--- config.mk ---
export PLATFORM = sky130hd
export DESIGN_NAME = hbsr_csr
export DESIGN_NICKNAME = d
export VERILOG_FILES = /design/src/sv/hbsr_pkg.sv /design/src/sv/hbsr_csr.sv
export SDC_FILE = /design/constraint.sdc
export NUM_CORES = 1
export LEC_CHECK = 0
export ABC_CLOCK_PERIOD_IN_PS = 1100
export BUFFER_PORTS_ARGS = -buffer_cell sky130_fd_sc_hd__clkbuf_2
export CAP_MARGIN = 20
export CORE_MARGIN = 3
export CORE_UTILIZATION = 37
export CTS_CLUSTER_DIAMETER = 40
export DETAILED_ROUTE_END_ITERATION = 12
export GPL_TIMING_DRIVEN = 0
export PLACE_DENSITY_LB_ADDON = 0.12
export RECOVER_POWER = 100
export SYNTH_ARGS = -nofsm -noshare
export SYNTH_HDL_FRONTEND = slang
export SYNTH_SLANG_ARGS = --single-unit
export TNS_END_PERCENT = 10
--- constraint.sdc ---
create_clock -name clock -period 1.1 [get_ports clock]
set_input_delay 0.22 -clock clock [delete_from_list [all_inputs] [get_ports clock]]
set_output_delay 0.22 -clock clock [all_outputs]
set_load 0.005 [all_outputs]
--- src/sv/hbsr_pkg.sv ---
`timescale 1ns / 1ps
// ----------------------------------------------------------------------------
// hbsr_pkg
// Shared types, sizes and codes of the bucketed entry store.
// ----------------------------------------------------------------------------
package hbsr_pkg;

   localparam int WAYS         = 4;
   localparam int BUCKET_COUNT = 1024;

   localparam int IDX_W  = (BUCKET_COUNT > 1) ? $clog2(BUCKET_COUNT) : 1;
   localparam int WAY_W  = (WAYS > 1) ? $clog2(WAYS) : 1;
   localparam int FILL_W = $clog2(WAYS + 1);

   localparam logic ACT_LOOKUP = 1'b0;
   localparam logic ACT_STORE  = 1'b1;

   localparam int   CSR_ADDR_W       = 3;
   localparam logic REG_BOUND_MATRIX = 1'b0;

   typedef struct packed {
      logic        [63:0] key;
      logic signed [15:0] value;
      logic signed [15:0] age;
      logic signed [7:0]  depth;
      logic        [1:0]  bound;
      logic        [31:0] move;
   } entry_type;

   typedef struct packed {
      logic [FILL_W-1:0]          fill;
      entry_type [WAYS-1:0]       slots;
   } row_type;

   localparam int ROW_W = $bits(row_type);

   typedef struct packed {
      logic             capture;
      logic             eval;
      logic             clear_wr;
      logic [IDX_W-1:0] clear_addr;
   } dp_cmd_type;

   typedef struct packed {
      logic               hit;
      logic               written;
      logic        [1:0]  way;
      logic signed [15:0] found_value;
      logic signed [15:0] found_age;
      logic signed [7:0]  found_depth;
      logic        [1:0]  found_bound;
      logic        [31:0] found_move;
   } rsp_type;

   function automatic logic better(input logic [15:0] matrix, input logic [1:0] nb,
                                   input logic [1:0] ob);
      return matrix[{nb, ob}];
   endfunction

endpackage

--- src/sv/hbsr_csr.sv ---
`timescale 1ns / 1ps
// ----------------------------------------------------------------------------
// hbsr_csr
// APB register block holding the bound preference matrix.
// ----------------------------------------------------------------------------
module hbsr_csr (
   input  logic                           clock,
   input  logic                           reset,
   input  logic                           psel,
   input  logic                           penable,
   input  logic                           pwrite,
   input  logic [hbsr_pkg::CSR_ADDR_W-1:0] paddr,
   input  logic [31:0]                    pwdata,
   output logic [31:0]                    prdata,
   output logic                           pready,
   output logic [15:0]                    bound_matrix
);
   import hbsr_pkg::*;

   logic [15:0] matrix_ff;
   logic [15:0] matrix_in;
   logic        reg_sel;

   assign pready  = 1'b1;
   assign reg_sel = (paddr[CSR_ADDR_W-1] == REG_BOUND_MATRIX);

   always_comb begin
      matrix_in = matrix_ff;
      if (psel && penable && pwrite && reg_sel) begin
         matrix_in = pwdata[15:0];
      end
   end

   always_ff @(posedge clock) begin
      if (reset) begin
         matrix_ff <= '0;
      end else begin
         matrix_ff <= matrix_in;
      end
   end

   assign prdata       = reg_sel ? {16'd0, matrix_ff} : 32'd0;
   assign bound_matrix = matrix_ff;

endmodule

## Word level (Yosys, flattened, before mapping)

Cells that the tools add are included.

| word-level totals | value |
|---|---|
| register bits | 16 |
| input bits | 40 |
| output and inout port bits | 49 |
| logic and storage cells | 6 |

| cells by class | value |
|---|---|
| muxes and demuxes | 1 |
| bitwise gates (word level) | 1 |
| reduce and logical (&&, ||, !) cells | 3 |

Operators with widths:

| operator | number |
|---|---|
| $mux W16 | 1 |
| $logic_and A1 B1 Y1 | 3 |
| $not A1 Y1 | 1 |

## Logic depth before layout (Yosys ltp)

| logic depth | value |
|---|---|
| depth in word-level cells | 3 |
| depth in mapped cells | 4 |
| depth with buffers taken out | 2 |

## Worst setup path before layout

Ideal clock, no wire load.

| path | value |
|---|---|
| kind | input to register |
| start point | in paddr[2] (netlist name) |
| end point | reg matrix_ff[0] (netlist: bound_matrix[0]) |
| data arrival time | 0.889 ns |
| required time | 1.028 ns |
| path slack | 0.140 ns |
| stages on the path | 4 |
| path through | and4b_1 -> buf_6 -> buf_12 -> mux2i_1 |

| between the ends | value |
|---|---|
| word-level cells in the longest chain between the ends | 2 |

RTL lines:

| what | line | text |
|---|---|---|
| start: declaration | hbsr_csr.sv:12 | `input logic [hbsr_pkg::CSR_ADDR_W-1:0] paddr,` |
| $not A1 Y1 | hbsr_csr.sv:25 | `assign reg_sel = (paddr[CSR_ADDR_W-1] == REG_BOUND_MATRIX);` |
| $logic_and A1 B1 Y1 | hbsr_csr.sv:29 | `if (psel && penable && pwrite && reg_sel) begin` |
| end signal: assignment | hbsr_csr.sv:38 | `matrix_ff <= matrix_in;` |
| end: declaration | hbsr_csr.sv:20 | `logic [15:0] matrix_ff;` |

No other way between the ends.
A chain may end at the register's enable or synchronous reset.

## Final worst setup path

| path | value |
|---|---|
| start point | reg matrix_ff[14] (netlist: bound_matrix[14]) |
| end point | out prdata[14] |

| between the ends | value |
|---|---|
| word-level cells in the longest chain between the ends | 1 |

RTL lines:

| what | line | text |
|---|---|---|
| $mux W16 | hbsr_csr.sv:42 | `assign prdata = reg_sel ? {16'd0, matrix_ff} : 32'd0;` |
| end: declaration | hbsr_csr.sv:14 | `output logic [31:0] prdata,` |

No other way between the ends.

==> metrics <==
r2r endpoint=bound_matrix[14]; Hold Crit Class=in2reg; Worst Hold Path Cells=3; IO Port Bufs=53; RSZ-0062 raised after global routing=true; routed vias=871; Yosys warning count=0; min-delay src=pwdata[8]; starting density of the core=39.5%; chip width=57.7 um; Setup crit end kind=primary output; most frequent cells in the layout=clkbuf_2 (52), nand2b_1 (32), buf_4 (23); Total Power=0.00121 W; worst vdd ir=0.567 mV; Post-Syn Area=987 um^2; Final Cycle Share=102%; clk_skew=0 ns; dpl hpwl=1770 um; max FFs per register=16; DP Cell Count=204; CP max-delay cell=dfxtp_1; sequential area share after synthesis=32.4%; Top Layer Used=met4; Root Buffer=clkbuf_4; status=finished, violations left; Reg clk slew, reported paths=0.10 ns; critical path, cell by cell=nor2b_4 -> clkbuf_2; CTS tree=yes; R2R depth=3; setup slack after layout=-0.0263 ns; Yosys reg bits=16; Total Nets Final=225; DRT iter0 DRCs=7; area of the multi-input gates=559 um^2; ant diodes=0; P_leak=0.753 nW; Synth-to-Final Area Change=46.0%; FF/Latch Area=335 um^2; DR WL met2=1270 um; CTS sink count=16; Die ar.=3320 um^2; CP required=0.88 ns; Fin. Hold Viols=0; Filler cells=257; max-slew violation count=0; r2r startpoint=bound_matrix[14]; total wire length=2260 um; met1 wire length=795 um; vias in the first global route=825; Hold EP=bound_matrix[8]; grt total ovfl=0; largest net degree at the start of global routing=11; Setup Viol. Count Final=8; vias per inst=4.07; failing checks=setup timing; # DRC=0; MaxCap Viol Count=0; Avg Cell Area, Syn=9.31 um^2; Setup crit start kind=flip-flop; worst skew pair latency=0.28 ns; unique cell type count in the Yosys netlist=11; Total Routing Usage GR=14.0%; crit-path max cell delay=0.37 ns; WL/cell=10.6 um; Num CTS Buffers=3; area of the core=2500 um^2; commonest non-fill, non-tap cell in the layout=clkbuf_2; Synth Instances=106; PD cells=841 nW/um^2; Final Util=57.7%; fraction of layout cells with a size suffix above 1=56.0%; Hold Buf Count CTS=0; H-tree Lvls=1; drt first pass iters=4; fin cells=214; first-pass GRT wire length=3620 um; Post-DRT Antenna Nets=0; initial antenna violation count=0; WP data arrival=0.91 ns; crit path max fanout=3; Chip Height=57.7 um; io pins=89; fin crit period=1.13 ns; top achievable clock speed=0.888 GHz; clk buf depth=2; metal3 WL=176 um; Setup CP Type=reg2out; Site Rows=18; r2r setup slk=0.39 ns; placer congestion estimate=0.628
==> metrics by stage <==
step                      TNS [ns]  area [um^2]  hold WS, ns  setup WS [ns]
after CTS                   -0.302         1440        0.144        -0.0394
after global routing         -1.22         1440        0.150        -0.0794
after floorplan                  0         1040        0.375          0.140
after global placement       -2.18         1350        0.466         -0.144
after detailed placement     -2.59         1350        0.471         -0.158
final                       -0.142         1440        0.155        -0.0263
==> cells in the mapped netlist <==
cell | instances | area [um^2]
and4b_1 | 1 | 10.0
nand2b_1 | 32 | 200
dfxtp_1 | 16 | 320
nor2b_1 | 10 | 62.6
and2b_2 | 6 | 52.6
conb_1 | 2 | 7.51
clkbuf_1 | 4 | 15.0
buf_12 | 1 | 20.0
mux2i_1 | 16 | 160
buf_4 | 17 | 128
buf_6 | 1 | 11.3
==> layout make-up <==
| cell class | instances | share of cell area [%] |
|---|---|---|
| multi-input cells | 82 | 38.8 |
| flip-flops and latches | 16 | 23.3 |
| repair buffers | 59 | 21.5 |
| plain buffers | 23 | 11.3 |
| well taps | 30 | 2.60 |
| clock buffers | 4 | 2.52 |
==> routing by layer <==
layer  GRT usage (%)  up-vias
met5               0        -
met4            5.96        0
met3            2.67        2
met2            25.5       32
met1            15.9      383
li1                -      454
==> worst max-delay path: cells and delay by family, from the launching register on <==
| family | cells | cell delay (ns) |
|---|---|---|
| buffers and inverters | 1 | 0.11 |
| DFF | 1 | 0.37 |
| and+or+nand+nor | 1 | 0.15 |
==> logic make-up (layout without fill, tap and decap cells) <==
family                 after synthesis  count (layout)  synth area share [%]
AND/OR/NAND/NOR                     49              49                  33.0
buffers and inverters               23              86                  17.6
multiplexers                        16              16                  16.2
flip-flops                          16              16                  32.4
other                                2              17                 0.761
==> timing repair <==
action | in CTS | in global routing
buffers inserted | 5 | 1
endpoints found under the setup margin | 16 | 20
resized for setup | 17 | 7
==> worst max path at each step <==
stage | cells after the start | start | endpoint
3_5_place_dp | 4 | paddr[2] | prdata[11]
5_1_grt | 2 | bound_matrix[15] | prdata[15]
2_1_floorplan | 4 | paddr[2] | bound_matrix[0]
3_3_place_gp | 4 | paddr[2] | prdata[11]
4_1_cts | 2 | bound_matrix[2] | prdata[2]
6_report | 2 | bound_matrix[14] | prdata[14]
==> report_power, final <==
part / internal, W / switching, W / leakage, nW
sequential: 0.000593 / 0.00000799 / 0.135
clock: 0.000201 / 0.000189 / 0.0210
combinational: 0.000131 / 0.0000889 / 0.597
total: 0.000926 / 0.000286 / 0.753
No activity file was read; power rests on OpenSTA's default activity.
