===== src/sv/hbsr_pkg.sv =====
`timescale 1ns / 1ps
// ----------------------------------------------------------------------------
// hbsr_pkg
// Shared types, sizes and codes of the bucketed entry store.
// ----------------------------------------------------------------------------
package hbsr_pkg;

   localparam int WAYS         = 4;
   localparam int BUCKET_COUNT = 1024;

   localparam int IDX_W  = (BUCKET_COUNT > 1) ? $clog2(BUCKET_COUNT) : 1;
   localparam int WAY_W  = (WAYS > 1) ? $clog2(WAYS) : 1;
   localparam int FILL_W = $clog2(WAYS + 1);

   localparam logic ACT_LOOKUP = 1'b0;
   localparam logic ACT_STORE  = 1'b1;

   localparam int   CSR_ADDR_W       = 3;
   localparam logic REG_BOUND_MATRIX = 1'b0;

   typedef struct packed {
      logic        [63:0] key;
      logic signed [15:0] value;
      logic signed [15:0] age;
      logic signed [7:0]  depth;
      logic        [1:0]  bound;
      logic        [31:0] move;
   } entry_type;

   typedef struct packed {
      logic [FILL_W-1:0]          fill;
      entry_type [WAYS-1:0]       slots;
   } row_type;

   localparam int ROW_W = $bits(row_type);

   typedef struct packed {
      logic             capture;
      logic             eval;
      logic             clear_wr;
      logic [IDX_W-1:0] clear_addr;
   } dp_cmd_type;

   typedef struct packed {
      logic               hit;
      logic               written;
      logic        [1:0]  way;
      logic signed [15:0] found_value;
      logic signed [15:0] found_age;
      logic signed [7:0]  found_depth;
      logic        [1:0]  found_bound;
      logic        [31:0] found_move;
   } rsp_type;

   function automatic logic better(input logic [15:0] matrix, input logic [1:0] nb,
                                   input logic [1:0] ob);
      return matrix[{nb, ob}];
   endfunction

endpackage


===== src/sv/hbsr_ctrl.sv =====
`timescale 1ns / 1ps
// ----------------------------------------------------------------------------
// hbsr_ctrl
// Sequencer: post-reset clearing pass, request accept, bucket evaluation.
// ----------------------------------------------------------------------------
module hbsr_ctrl (
   input  logic                     clock,
   input  logic                     reset,
   input  logic                     req_valid,
   output logic                     req_ready,
   output logic                     rsp_valid,
   input  logic                     rsp_ready,
   output hbsr_pkg::dp_cmd_type     cmd
);
   import hbsr_pkg::*;

   localparam logic [1:0] ST_CLEAR = 2'd0;
   localparam logic [1:0] ST_IDLE  = 2'd1;
   localparam logic [1:0] ST_EVAL  = 2'd2;

   localparam logic [IDX_W-1:0] LAST_IDX = IDX_W'(BUCKET_COUNT - 1);

   logic [1:0]       state_ff, state_in;
   logic [IDX_W-1:0] cnt_ff, cnt_in;
   logic             rsp_valid_ff, rsp_valid_in;

   always_comb begin
      state_in       = state_ff;
      cnt_in         = cnt_ff;
      req_ready      = 1'b0;
      cmd.capture    = 1'b0;
      cmd.eval       = 1'b0;
      cmd.clear_wr   = 1'b0;
      cmd.clear_addr = cnt_ff;
      unique case (state_ff)
         ST_CLEAR: begin
            cmd.clear_wr = 1'b1;
            if (cnt_ff == LAST_IDX) begin
               state_in = ST_IDLE;
            end else begin
               cnt_in = cnt_ff + 1'b1;
            end
         end
         ST_IDLE: begin
            req_ready = 1'b1;
            if (req_valid) begin
               cmd.capture = 1'b1;
               state_in    = ST_EVAL;
            end
         end
         ST_EVAL: begin
            if (!rsp_valid_ff || rsp_ready) begin
               cmd.eval = 1'b1;
               state_in = ST_IDLE;
            end
         end
         default: begin
            state_in = ST_CLEAR;
         end
      endcase
   end

   always_comb begin
      rsp_valid_in = rsp_valid_ff;
      if (cmd.eval) begin
         rsp_valid_in = 1'b1;
      end else if (rsp_ready) begin
         rsp_valid_in = 1'b0;
      end
   end

   always_ff @(posedge clock) begin
      if (reset) begin
         state_ff     <= ST_CLEAR;
         cnt_ff       <= '0;
         rsp_valid_ff <= 1'b0;
      end else begin
         state_ff     <= state_in;
         cnt_ff       <= cnt_in;
         rsp_valid_ff <= rsp_valid_in;
      end
   end

   assign rsp_valid = rsp_valid_ff;

endmodule


===== config.mk =====
export PLATFORM = sky130hd
export DESIGN_NAME = hbsr_ctrl
export DESIGN_NICKNAME = d
export VERILOG_FILES = /design/src/sv/hbsr_pkg.sv /design/src/sv/hbsr_ctrl.sv
export SDC_FILE = /design/constraint.sdc
export NUM_CORES = 1
export LEC_CHECK = 0
export ABC_AREA = 1
export BUFFER_PORTS_ARGS = -buffer_cell sky130_fd_sc_hd__clkbuf_2
export CAP_MARGIN = 15
export CORE_ASPECT_RATIO = 1.2
export CORE_MARGIN = 4
export CORE_UTILIZATION = 45
export DETAILED_ROUTE_END_ITERATION = 8
export PLACE_DENSITY_LB_ADDON = 0.05
export SYNTH_ARGS = -nofsm -noshare
export SYNTH_HDL_FRONTEND = slang
export SYNTH_SLANG_ARGS = --single-unit

===== constraint.sdc =====
create_clock -name clock -period 3.5 [get_ports clock]
set_input_delay 0.7 -clock clock [delete_from_list [all_inputs] [get_ports clock]]
set_output_delay 0.7 -clock clock [all_outputs]
set_load 0.01 [all_outputs]

* Word level (Yosys, flattened, before mapping)
Index checks and enable logic that the tools add are counted.
Storage, ports and cells: register bits after elaboration 13, bits of input ports 4, word-level logic and storage cells 29, output and inout port bits 15
Operators by class: reduce and logical (&&, ||, !) cells 6, equal/unequal tests 6, bitwise operators 1, $add $sub $neg 1, mux-type cells 12
Operators with widths (count):
- $add A10 B1 Y10 const B | 1
- $eq A10 B10 Y1 const B | 1
- $mux W1 | 8
- $mux W2 | 3
- $ne A2 B2 Y1 const B | 3
- $pmux W2 S3 | 1
- $reduce_and A3 Y1 | 1
- $eq A2 B1 Y1 const B | 1
- $eq A2 B2 Y1 const B | 1
- $logic_not A2 Y1 | 1
- $reduce_and A2 Y1 | 1
- $reduce_bool A2 Y1 | 1
- $logic_not A1 Y1 | 1
- $logic_or A1 B1 Y1 | 1
- $not A1 Y1 | 1

* Longest topological paths before layout
word-level depth 5, gate-level depth with buffers 10, gate-level depth less buffers 10

* Worst setup path before layout
No wires, ideal clock.
kind input -> output, start input port rsp_ready, end output port cmd[11] in the netlist's numbering, required time 2.800 ns, buffers on the path 1, slack 1.765 ns, stages on the path 3, arrival time 1.035 ns, cell sequence nor2_1 nor3_1 buf_4
RTL lines:
- from (decl) | RTL line hbsr_ctrl.sv:12 | input logic rsp_ready,
- to (decl) | RTL line hbsr_ctrl.sv:13 | output hbsr_pkg::dp_cmd_type cmd

==> flow_metrics.env <==
export IMPL_hold_violations=0
export IMPL_drt_wl_total_um=1463
export IMPL_postCtsSetupBuffers=0
export IMPL_post_route_drc_count=0
export IMPL_coreArea_sq_um=1622
export IMPL_drtIter0Drc=7
export IMPL_grt_pass1_wl_um=2497
export IMPL_numCtsBuffers=3
export IMPL_pwr_share_seq_pct=58.5
export IMPL_hp_class="flop to flop"
export IMPL_power_leakage_nw=0.4050
export IMPL_vias=702
export IMPL_syn_inst=109
export IMPL_clock_latency_ps=280
export IMPL_slew_viol_final=0
export IMPL_cts_hold_buf=0
export IMPL_rsz0062_at_grt="no"
export IMPL_p_comb_share_pct=6.2
export IMPL_htree_num_levels=1
export IMPL_worstSetupStartpointType="flop"
export IMPL_synthesis_nets=114
export IMPL_wire_per_inst_um=9.885
export IMPL_fin_nets=136
export IMPL_p_clk_share_pct=35.3
export IMPL_fill_cells=166
export IMPL_synthDistinctLibCells=23
export IMPL_antenna_found_initial=0
export IMPL_grt_overflow_total=0
export IMPL_worst_slew_pin_slew_ps=228.4
export IMPL_cp_data_arrival_time_ps=1160
export IMPL_clk_path_buf_depth=2
export IMPL_io_buffers=18
export IMPL_crit_path_max_fanout=5
export IMPL_rows=16
export IMPL_post_route_period_util_pct=53.21
export IMPL_antenna_left=0
export IMPL_gp_congestion=0.7901
export IMPL_fin_tns_setup_ps=0
export IMPL_die_y_um=53.08
export IMPL_viasPerCell=4.743
export IMPL_switchingPower_w=0.00006361
export IMPL_cp_required_ps=2800
export IMPL_finalSetupViolCount=0
export IMPL_ir_drop_mv=0.1840
export IMPL_cell_internal_pwr_w=0.0002015
export IMPL_slew_headroom_pct=84.75
export IMPL_syn_area_sq_um=762.0
export IMPL_n_antenna_cell=0
export IMPL_period_minus_slack_ps=1862
export IMPL_critical_path_class="flop to primary output"
export IMPL_postLayoutCoreUtil_pct=55.09
export IMPL_die_w_um=45.57
export IMPL_ios=19
export IMPL_ctsResizeCount=0
export IMPL_cts_sinks=13
export IMPL_sw_frac_of_total_pct=23.99
export IMPL_finClkSkew_ps=5.338
export IMPL_yosysWarningCount=0
export IMPL_fmax_mhz=537.0
export IMPL_multi_input_area_sq_um=421.7
export IMPL_drv_cap=0
export IMPL_clkTransAtPathRegs_ps=70
export IMPL_drive_gt1_share_pct=26.15
export IMPL_clock_root_buffer="clkbuf_4"
export IMPL_cts_tree="yes"
export IMPL_first_pass_iters=4
export IMPL_area_sequential_sq_um=260.3
export IMPL_yosysSeqAreaShare_pct=34.15
export IMPL_grt_start_max_net_pins=11
export IMPL_crit_path_end_kind="primary output"
export IMPL_start_util_pct=46.99
export IMPL_grt_pass1_vias=610
export IMPL_area_growth_pct=17.24
export IMPL_track_usage_pct=14.20
export IMPL_status="finished clean"
export IMPL_syn_area_per_cell_sq_um=6.991
export IMPL_ys_ff_latch=13
export IMPL_p_per_area_nw_per_um2=296.8
export IMPL_dp_hpwl_um=1176
export IMPL_die_area_sq_um=2418
cell usage after synthesis:
| master | instances | area, sq um |
|---|---|---|
| nor2_1 | 10 | 37.54 |
| buf_4 | 1 | 7.510 |
| inv_6 | 1 | 8.760 |
| clkinv_1 | 2 | 7.510 |
| xor2_1 | 2 | 17.52 |
| nand2_8 | 1 | 20.02 |
| a21oi_1 | 7 | 35.03 |
| dfxtp_1 | 13 | 260.3 |
| nand3_4 | 1 | 17.52 |
| nand4_1 | 3 | 18.77 |
| inv_1 | 15 | 56.30 |
| nand2_1 | 33 | 123.9 |
| xnor2_1 | 1 | 8.760 |
| nand3_2 | 2 | 20.02 |
| ha_1 | 1 | 12.51 |
| nor2_4 | 2 | 22.52 |
| o21ai_0 | 3 | 15.01 |
| nor2_2 | 3 | 18.77 |
| nand3_1 | 3 | 15.01 |
| nor3_1 | 1 | 5.000 |
| nor3_2 | 2 | 20.02 |
| nand2_2 | 1 | 6.260 |
| o21a_1 | 1 | 7.510 |
kinds of logic after synthesis:
kind of cell | count (synthesis) | synth area share [%]
AO/OA/AOI/OAI | 11 | 7.553
XOR/XNOR | 3 | 3.449
buffers and inverters | 19 | 10.51
adder cells (fa/ha/maj) | 1 | 1.642
flip-flops | 13 | 34.15
AND/OR/NAND/NOR | 62 | 42.69
cell usage in the layout (no fill, tap or decap), types with 2 or more instances in the layout:
cell type / synthesis / routed
nand3_1: 3 / 3
nor3_2: 2 / 2
xor2_1: 2 / 2
a21oi_1: 7 / 7
dfxtp_1: 13 / 13
clkbuf_4: 0 / 3
nor2_1: 10 / 10
nand4_1: 3 / 3
nand3_2: 2 / 2
nor2_4: 2 / 2
o21ai_0: 3 / 3
clkbuf_2: 0 / 18
clkinv_1: 2 / 2
nor2_2: 3 / 3
inv_1: 15 / 15
nand2_1: 33 / 33
critical path, stage by stage, from the launching register on:
cell and delay (ps):
dfxtp_1 450, inv_1 60, nor2_1 130, nand2_1 80, inv_1 50, clkbuf_2 120
power groups by stage:
stage	sequential, W	clock [W]	combinational (W)
after detailed placement	0.000159	0	0.0000168
after global routing	0.000156	0.000102	0.0000188
after global placement	0.000159	0	0.0000168
final	0.000155	0.0000936	0.0000166
after CTS	0.000155	0.0000960	0.0000169
after floorplan	0.000159	0	0.00000814
final cells by class:
class	count	share of cell area, %
sequential	13	29.13
timing repair buffer	18	10.08
tap	18	2.521
clock buffer	4	2.941
multi-input combinational	77	47.20
inverter	18	8.123
registers in the layout, indices dropped and copies added, names as in the netlist:
register	cells
cnt_ff	10
state_ff	2
rsp_valid	1
metal layers:
metal | part of all wire [%] | vias to the layer above | routed length, um | track usage [%]
li1 | - | 381 | - | -
met3 | 2.8 | 5 | 41 | 2.041
met1 | 47 | 307 | 685 | 16.60
met4 | 3.0 | 0 | 44 | 10.24
met5 | 0 | - | 0 | 0
met2 | 47 | 9 | 693 | 22.79
final timing paths:
check / to / start / cells after the start / slack, ps
worst min register to register: cnt_ff[9] / cnt_ff[9] / 2 / 530
worst max register to register: cnt_ff[7] / cnt_ff[0] / 10 / 1990
worst max-delay path: cmd[12] / state_ff[0] / 5 / 1640
worst min-delay path: cnt_ff[9] / cnt_ff[9] / 2 / 530
per-stage QoR:
stage          hold slack [ps]  total power (W)  instance area [sq um]  cells  setup WS (ps)
5_1_grt                  569.2        0.0002764                  893.4    148           1491
3_3_place_gp             508.1        0.0001753                  867.1    144           1681
3_5_place_dp             518.5        0.0001754                  867.1    144           1670
4_1_cts                  530.7        0.0002680                  893.4    148           1630
6_report                 526.7        0.0002651                  893.4    148           1638
2_1_floorplan            517.0        0.0001674                  762.0    109           1765
(Power assumes the default switching activity.)
